==> src/hw/rtl/cfe_pkg.sv <==
// shared types and constants for the continued fraction expansion block
// no dependencies; imported by cfe_ctrl, cfe_dpath and continued_fraction_expansion
`timescale 1ns / 1ps

package cfe_pkg;

  localparam int unsigned WIDTH       = 32;
  localparam int unsigned MAX_RESULTS = 48;
  localparam int unsigned CNT_W       = $clog2(MAX_RESULTS);
  localparam logic [CNT_W-1:0] CNT_LAST = CNT_W'(MAX_RESULTS - 1);

  typedef struct packed {
    logic signed [WIDTH-1:0] numerator;
    logic signed [WIDTH-1:0] denominator;
  } cfe_in_t;

  typedef struct packed {
    logic signed [WIDTH-1:0] term;
    logic                    last;
    logic                    error;
  } cfe_out_t;

  // controller to datapath
  typedef struct packed {
    logic load;
    logic shift;
    logic step;
    logic finish;
  } cfe_cmd_t;

  // datapath to controller
  typedef struct packed {
    logic den_zero;
    logic can_shift;
    logic step_last;
    logic term_last;
  } cfe_sts_t;

endpackage

==> src/hw/rtl/continued_fraction_expansion.sv <==
// latency: a zero denominator gives its error result in the cycle after the start transfer.
// otherwise each term runs align, subtract and finish steps in the one-bit-per-cycle
// shift-subtract divider; a term shows in the cycle after its finish step
// throughput: one item at a time, the next start transfer is taken only when busy is low
// (a zero denominator never raises busy); busy drops in the cycle the last term is shown
// reset: synchronous active-high rst idles the sequencer and drops result_valid; no receiver stall
`timescale 1ns / 1ps

module continued_fraction_expansion (
  input  logic             clk,
  input  logic             rst,
  input  logic             start,
  output logic             busy,
  input  cfe_pkg::cfe_in_t operands,
  output cfe_pkg::cfe_out_t result,
  output logic             result_valid
);
  import cfe_pkg::*;

  // command and status between the sequencer and the datapath
  cfe_cmd_t cmd;
  cfe_sts_t sts;

  // sequencer: idle -> align divisor -> shift-subtract -> finish term -> align ...
  cfe_ctrl u_ctrl (
    .clk   (clk),
    .rst   (rst),
    .start (start),
    .sts   (sts),
    .cmd   (cmd),
    .busy  (busy)
  );

  // datapath: magnitudes, divider registers, term encoding and the result register
  cfe_dpath u_dpath (
    .clk          (clk),
    .rst          (rst),
    .operands     (operands),
    .cmd          (cmd),
    .sts          (sts),
    .result       (result),
    .result_valid (result_valid)
  );

`ifndef SYNTHESIS
  // a result only follows a transfer in or work in progress
  a_valid_cause: assert property (@(posedge clk) disable iff (rst)
    result_valid |-> $past(busy || start))
    else $error("result without a preceding transfer or active work");

  // error results carry a zero term and close the expansion
  a_error_form: assert property (@(posedge clk) disable iff (rst)
    (result_valid && result.error) |-> (result.last && (result.term == '0)))
    else $error("malformed error result");

  // after the final term the block is free again
  a_last_frees: assert property (@(posedge clk) disable iff (rst)
    (result_valid && result.last) |-> !busy)
    else $error("busy still high on the final term");

  // a zero denominator is answered in the next cycle
  a_zero_den: assert property (@(posedge clk) disable iff (rst)
    (start && !busy && (operands.denominator == '0)) |=> (result_valid && result.error))
    else $error("zero denominator not flagged");
`endif

endmodule

==> src/hw/rtl/cfe_ctrl.sv <==
// sequencer for the euclid loop: load, align divisor, shift-subtract, finish term
// depends on cfe_pkg
`timescale 1ns / 1ps

module cfe_ctrl (
  input  logic              clk,
  input  logic              rst,
  input  logic              start,
  input  cfe_pkg::cfe_sts_t sts,
  output cfe_pkg::cfe_cmd_t cmd,
  output logic              busy
);
  import cfe_pkg::*;

  typedef enum logic [3:0] {
    S_IDLE   = 4'b0001,
    S_ALIGN  = 4'b0010,
    S_DIVIDE = 4'b0100,
    S_FINISH = 4'b1000
  } state_t;

  state_t state, state_next;

  always_ff @(posedge clk) begin
    if (rst) begin
      state <= S_IDLE;
    end else begin
      state <= state_next;
    end
  end

  always_comb begin
    state_next = state;
    cmd        = '0;
    unique case (state)
      S_IDLE: begin
        if (start) begin
          cmd.load = 1'b1;
          if (!sts.den_zero) state_next = S_ALIGN;
        end
      end
      S_ALIGN: begin
        if (sts.can_shift) cmd.shift = 1'b1;
        else               state_next = S_DIVIDE;
      end
      S_DIVIDE: begin
        cmd.step = 1'b1;
        if (sts.step_last) state_next = S_FINISH;
      end
      S_FINISH: begin
        cmd.finish = 1'b1;
        state_next = sts.term_last ? S_IDLE : S_ALIGN;
      end
      default: state_next = S_IDLE;
    endcase
  end

  assign busy = (state != S_IDLE);

endmodule

==> src/hw/rtl/cfe_dpath.sv <==
// datapath: operand magnitudes, shift-subtract divider, term encoding, result register
// depends on cfe_pkg
`timescale 1ns / 1ps

module cfe_dpath (
  input  logic              clk,
  input  logic              rst,
  input  cfe_pkg::cfe_in_t  operands,
  input  cfe_pkg::cfe_cmd_t cmd,
  output cfe_pkg::cfe_sts_t sts,
  output cfe_pkg::cfe_out_t result,
  output logic              result_valid
);
  import cfe_pkg::*;

  localparam logic [WIDTH-1:0] POS_MAX = {1'b0, {(WIDTH-1){1'b1}}};
  localparam logic [WIDTH-1:0] ONE     = WIDTH'(1);

  logic [WIDTH-1:0] rem, dvs, dsh, quo, bitm;
  logic             neg, first;
  logic [CNT_W-1:0] cnt;

  logic             num_neg, den_neg;
  logic [WIDTH-1:0] num_mag, den_mag;
  logic [WIDTH-1:0] term_val, b_new;
  logic             rem_zero, last_val;

  assign num_neg = operands.numerator[WIDTH-1];
  assign den_neg = operands.denominator[WIDTH-1];
  assign num_mag = num_neg ? (WIDTH'(0) - operands.numerator) : operands.numerator;
  assign den_mag = den_neg ? (WIDTH'(0) - operands.denominator) : operands.denominator;

  assign rem_zero = (rem == '0);
  assign last_val = rem_zero || (cnt == CNT_LAST);

  // first term is floor(n/d); a negative inexact quotient rounds down and flips the remainder
  always_comb begin
    b_new = rem;
    if (first && neg) begin
      if (rem_zero) begin
        term_val = WIDTH'(0) - quo;
      end else begin
        term_val = ~quo;
        b_new    = dvs - rem;
      end
    end else begin
      term_val = quo[WIDTH-1] ? POS_MAX : quo;
    end
  end

  assign sts.den_zero  = (operands.denominator == '0);
  assign sts.can_shift = ({dsh, 1'b0} <= {1'b0, rem});
  assign sts.step_last = bitm[0];
  assign sts.term_last = last_val;

  always_ff @(posedge clk) begin
    if (cmd.load) begin
      rem   <= num_mag;
      dvs   <= den_mag;
      dsh   <= den_mag;
      bitm  <= ONE;
      quo   <= '0;
      first <= 1'b1;
      cnt   <= '0;
      neg   <= (num_neg != den_neg) && (num_mag != '0);
    end else if (cmd.shift) begin
      dsh  <= {dsh[WIDTH-2:0], 1'b0};
      bitm <= {bitm[WIDTH-2:0], 1'b0};
    end else if (cmd.step) begin
      if (rem >= dsh) begin
        rem <= rem - dsh;
        quo <= quo | bitm;
      end
      dsh  <= {1'b0, dsh[WIDTH-1:1]};
      bitm <= {1'b0, bitm[WIDTH-1:1]};
    end else if (cmd.finish) begin
      rem   <= dvs;
      dvs   <= b_new;
      dsh   <= b_new;
      bitm  <= ONE;
      quo   <= '0;
      first <= 1'b0;
      cnt   <= cnt + 1'b1;
    end
  end

  always_ff @(posedge clk) begin
    if (rst) begin
      result_valid <= 1'b0;
    end else begin
      result_valid <= (cmd.load && sts.den_zero) || cmd.finish;
    end
  end

  always_ff @(posedge clk) begin
    if (cmd.load && sts.den_zero) begin
      result.term  <= '0;
      result.last  <= 1'b1;
      result.error <= 1'b1;
    end else if (cmd.finish) begin
      result.term  <= term_val;
      result.last  <= last_val;
      result.error <= 1'b0;
    end
  end

endmodule

==> config.mk <==
export PLATFORM = sky130hd
export DESIGN_NAME = continued_fraction_expansion
export DESIGN_NICKNAME = d
export VERILOG_FILES = /design/src/hw/rtl/cfe_pkg.sv /design/src/hw/rtl/continued_fraction_expansion.sv /design/src/hw/rtl/cfe_ctrl.sv /design/src/hw/rtl/cfe_dpath.sv
export SDC_FILE = /design/constraint.sdc
export NUM_CORES = 1
export LEC_CHECK = 0
export BUFFER_PORTS_ARGS = -buffer_cell sky130_fd_sc_hd__buf_2
export CORE_UTILIZATION = 56
export DETAILED_ROUTE_END_ITERATION = 6
export HOLD_SLACK_MARGIN = 0.15
export PLACE_DENSITY = 0.82
export SLEW_MARGIN = 25
export SYNTH_ARGS = -nofsm -noshare
export SYNTH_HDL_FRONTEND = slang
export SYNTH_HIERARCHICAL = 1
export SYNTH_SLANG_ARGS = --single-unit
==> constraint.sdc <==
create_clock -name clk -period 5.5 [get_ports clk]
set_input_delay 0.275 -clock clk [delete_from_list [all_inputs] [get_ports clk]]
set_output_delay 0.275 -clock clk [all_outputs]
set_load 0.005 [all_outputs]
==> out/results.tsv <==
stage	metric	value	unit
pwr	maximum vdd ir drop	0.000240	V
pwr	Pwr Density	333	nW/um^2
critical_path	FF-to-FF End	u_dpath/dvs[22]	
grt	gr ovfl total	0	
clock_tree	Clock Path Buffers	3	
placement	post-place setup slack	943	ps
clock_tree	H-tree Lvls	1	
sta	setup ws final	752	ps
clock_tree	CTS buffer count	24	
detailed_routing	Initial DRC Count	1844	
critical_path	Slowest cell on crit path	nor3_1	
pwr	Switching Fraction	37.1	%
floorplan	Starting Density	57.0	%
detailed_routing	WL final	45.7	mm
placement	Placer Congestion	0.966	
detailed_routing	metal3 WL	4.57	mm
critical_path	Largest stage delay, worst path	580	ps
sta	setup TNS	0	ps
critical_path	WP depth	17	
pwr	P_int	3.67	mW
finish	Diodes inserted	0	
sta	fin crit share	86.3	%
sta	RSZ-0062 raised after global routing	no	
critical_path	Worst Path Arrival	4900	ps
worst_hold_path	Hold Crit Class	primary input to flip-flop	
yosys	Mapped Area	15900	sq um
placement	DP HPWL	33.3	mm
yosys	FFs w/ async S/R, synth	0	%
critical_path	Worst Setup EP	u_dpath/dvs[22]	
critical_path	CP Cell Sequence	inv_1 -> ha_1 -> nand4_1 -> nor2_1 -> nor2_1 -> a21oi_1 -> a211oi_1 -> o21ai_0 -> a21oi_1 -> o311ai_0 -> nand2_1 -> nand3_1 -> clkinv_2 -> nor3_1 -> nor2_4 -> inv_1 -> buf_4	
pwr	Overall Power	5.83	mW
sta	Final Hold Fails	0	
clock_tree	Reg clk slew, reported paths	60	ps
clock_tree	Root Driver	clkbuf_16	
sta	worst hold margin	190	ps
sta	Slew Limit Fails	0	
critical_path	crit path from	u_dpath/rem[1]	
critical_path	FF-to-FF path depth	17	
grt	GRT Overall Usage	31.4	%
sta	min Tclk post-route	4750	ps
critical_path	worst r2r src	u_dpath/rem[1]	
yosys	cells after synthesis	1940	
floorplan	core area	27900	sq um
detailed_routing	met1 WL	19.7	mm
yosys	syn_nets	2108	
critical_path	Top delay family on crit path	simple AND/OR/NAND/NOR gates	
finish	Area Overhead vs Synth	10.1	%
clock_tree	Resized cells post-CTS	0	
sta	Slew headroom	30.8	%
grt	largest net degree at the start of global routing	68	
pwr	LEAKAGE	6.96	nW
floorplan	die width	170	microns
critical_path	Critical Path Start Type	flip-flop	
sta	Final Skew	18.2	ps
floorplan	FP Rows	61	
detailed_routing	WL met2	19.9	mm
sta	FMAX	211	MHz
run_status	run status	finished clean	
grt	vias in the first global route	13800	
floorplan	Die Span Y	170	microns
yosys	flops & latches, synth	207	
clock_tree	clk sinks	207	
detailed_routing	routed via count	15100	
critical_path	crit path max fanout	33	
floorplan	DIE AREA	29100	sq um
placement	Cells after DPL	2335	
critical_path	CP Capture Type	flip-flop	
detailed_routing	via/cell ratio	6.36	
finish	most common cell after layout, fill and taps aside	nand2_1	
floorplan	IO Pins	103	
pwr	part of the power in registers	34.3	%
detailed_routing	Residual DRC	0	
grt	initial antenna violation count	0	
yosys	Yosys warning count	6	
sta	final setup vio count	0	
finish	Fill cells	2388	
flow_run	Max-cap violations	0	
detailed_routing	Pre-antenna DRT Iters	6	
detailed_routing	top layer reached by signal wires	met4	
finish	most frequent cells in the layout	198 x nand2_1, 193 x a21oi_1, 169 x o21ai_0	
critical_path	flop2flop setup slack	750	ps
sta	Slew @ Worst Pin	1040	ps
yosys	post-synthesis cell type count	77	
critical_path	Setup CP Type	flip-flop to flip-flop	
finish	nets@finish	2154	
detailed_routing	Final ANT Viol Nets	0	
finish	proportion of layout cells with a drive suffix above 1	9.69	%
clock_tree	CTS tree	built	
pwr	NetSw	2.16	mW
worst_hold_path	hold path start	start	
yosys	Seq/Total Area, Yosys	32.2	%
pwr	clock power share	27.4	%
finish	Final Non-Filler Cells	2381	
placement	port bufs	102	
yosys	main flop type after synthesis	dfxtp_1	
pwr	combinational fraction of design power	38.3	%
clock_tree	worst skew pair latency	530	ps
critical_path	Req. time, crit path	5650	ps
critical_path	Crit path buffers/inverters	4	
yosys	synthesized area per cell	8.19	sq um
yosys	Post-synth EDFFs	97	
grt	global-route wire length before repair	72.3	mm
detailed_routing	post-DR wirelength/cell	19.2	microns
[worst register-to-register path, cell delays in order (launching register included)]
cell and delay (ps):
edfxtp_1 500, inv_1 110, ha_1 310, nand4_1 90
nor2_1 310, nor2_1 100, a21oi_1 160, a211oi_1 80
o21ai_0 370, a21oi_1 180, o311ai_0 300, nand2_1 140
nand3_1 130, clkinv_2 80, nor3_1 580, nor2_4 290
inv_1 140, buf_4 470
[state kept, by name, indices dropped and copies added, names as in the netlist]
name,count
u_dpath/quo,32
u_dpath/dvs,32
u_dpath/result_valid,1
u_dpath/neg,1
u_dpath/result,34
u_dpath/bitm,32
u_dpath/dsh,32
u_dpath/rem,32
u_dpath/cnt,6
u_dpath/first,1
u_ctrl/state,4
[what timing repair did]
action / CTS / global route
endpoints found under the hold margin: 6 / 0
buffers inserted: 0 / 0
hold buffers: 3 / 0
[area by class of cell]
cell class	count	area, sq um	area share [%]
multi-input cells	1527	10000	57.4
flip-flops and latches	207	5110	29.2
repair buffers	127	706	4.03
clock buffers	31	668	3.82
well taps	378	473	2.70
inverters	99	373	2.13
clock inverters	12	121	0.694
[cells by family (layout without fill, tap and decap cells)]
group           count (synthesis)  count (layout)  synth area share [%]
buf+inv                       206             269                  4.99
compound gates                662             662                  26.4
flops                         207             207                  32.2
mux                            60              60                  3.80
simple gates                  591             591                  18.3
xor+xnor                      113             113                  6.23
fa+ha+maj                     101             101                  8.05
[metal layers]
layer | up-vias | global-route usage [%]
met2 | 799 | 49.4
li1 | 7217 | -
met1 | 7027 | 42.9
met5 | - | 0
met3 | 101 | 5.53
met4 | 0 | 11.4
[synthesized netlist by cell type (5+ instances only)]
cell type	number	share of area, %
xnor2_1	61	3.4
clkbuf_1	76	1.8
nor3b_1	18	0.85
a211oi_1	25	1.2
a22o_1	39	2.1
o211ai_1	12	0.57
a21oi_1	193	6.1
inv_1	97	2.3
a22oi_1	5	0.24
o31ai_1	29	1.4
dfxtp_1	110	14
a21boi_0	11	0.52
xor2_1	52	2.9
mux2i_1	57	3.6
o21ai_0	171	5.4
and3_1	14	0.55
o21a_1	33	1.6
edfxtp_1	97	18
ha_1	99	7.8
o21bai_1	10	0.47
or4_1	14	0.66
buf_2	7	0.22
nor3_1	29	0.91
a31oi_1	19	0.75
buf_1	21	0.50
nand3_1	35	1.1
o221ai_1	14	0.77
or3_1	14	0.55
nand2_1	198	4.7
nand2b_1	20	0.79
nand4_1	26	1.0
a21o_1	46	2.2
a211o_1	9	0.50
nor2_1	138	3.3
o41ai_1	6	0.33
nor2b_1	27	1.1
and2_1	12	0.47
nor4_1	20	0.79
[power by group through the flow]
stage	logic (mW)	registers (mW)	clock network, mW
global route	2.44	2.01	1.68
global placement	2.10	2.01	0
CTS	2.17	1.99	1.62
floorplan	1.63	1.95	0
detailed placement	2.15	2.02	0
finish	2.23	2.00	1.60
[worst min-delay path by stage]
| stage | end | cells past startpoint | slack [ps] |
|---|---|---|---|
| 3_5_place_dp | u_dpath/result[0] | 1 | 440 |
| 6_report | u_ctrl/state[2] | 4 | 190 |
| 4_1_cts | u_ctrl/state[2] | 4 | 170 |
| 3_3_place_gp | u_dpath/result[0] | 1 | 430 |
| 5_1_grt | u_dpath/rem[1] | 3 | 220 |
| 2_1_floorplan | u_ctrl/state[1] | 1 | 340 |
[metrics by stage]
step                cell area (sq um)  utilization, %
floorplan                       15900               -
global placement                16700            59.8
detailed placement              16700            59.9
CTS                             17500            62.8
global route                    17500            62.8
finish                          17500            62.8
Power figures use the tool's default switching activity.
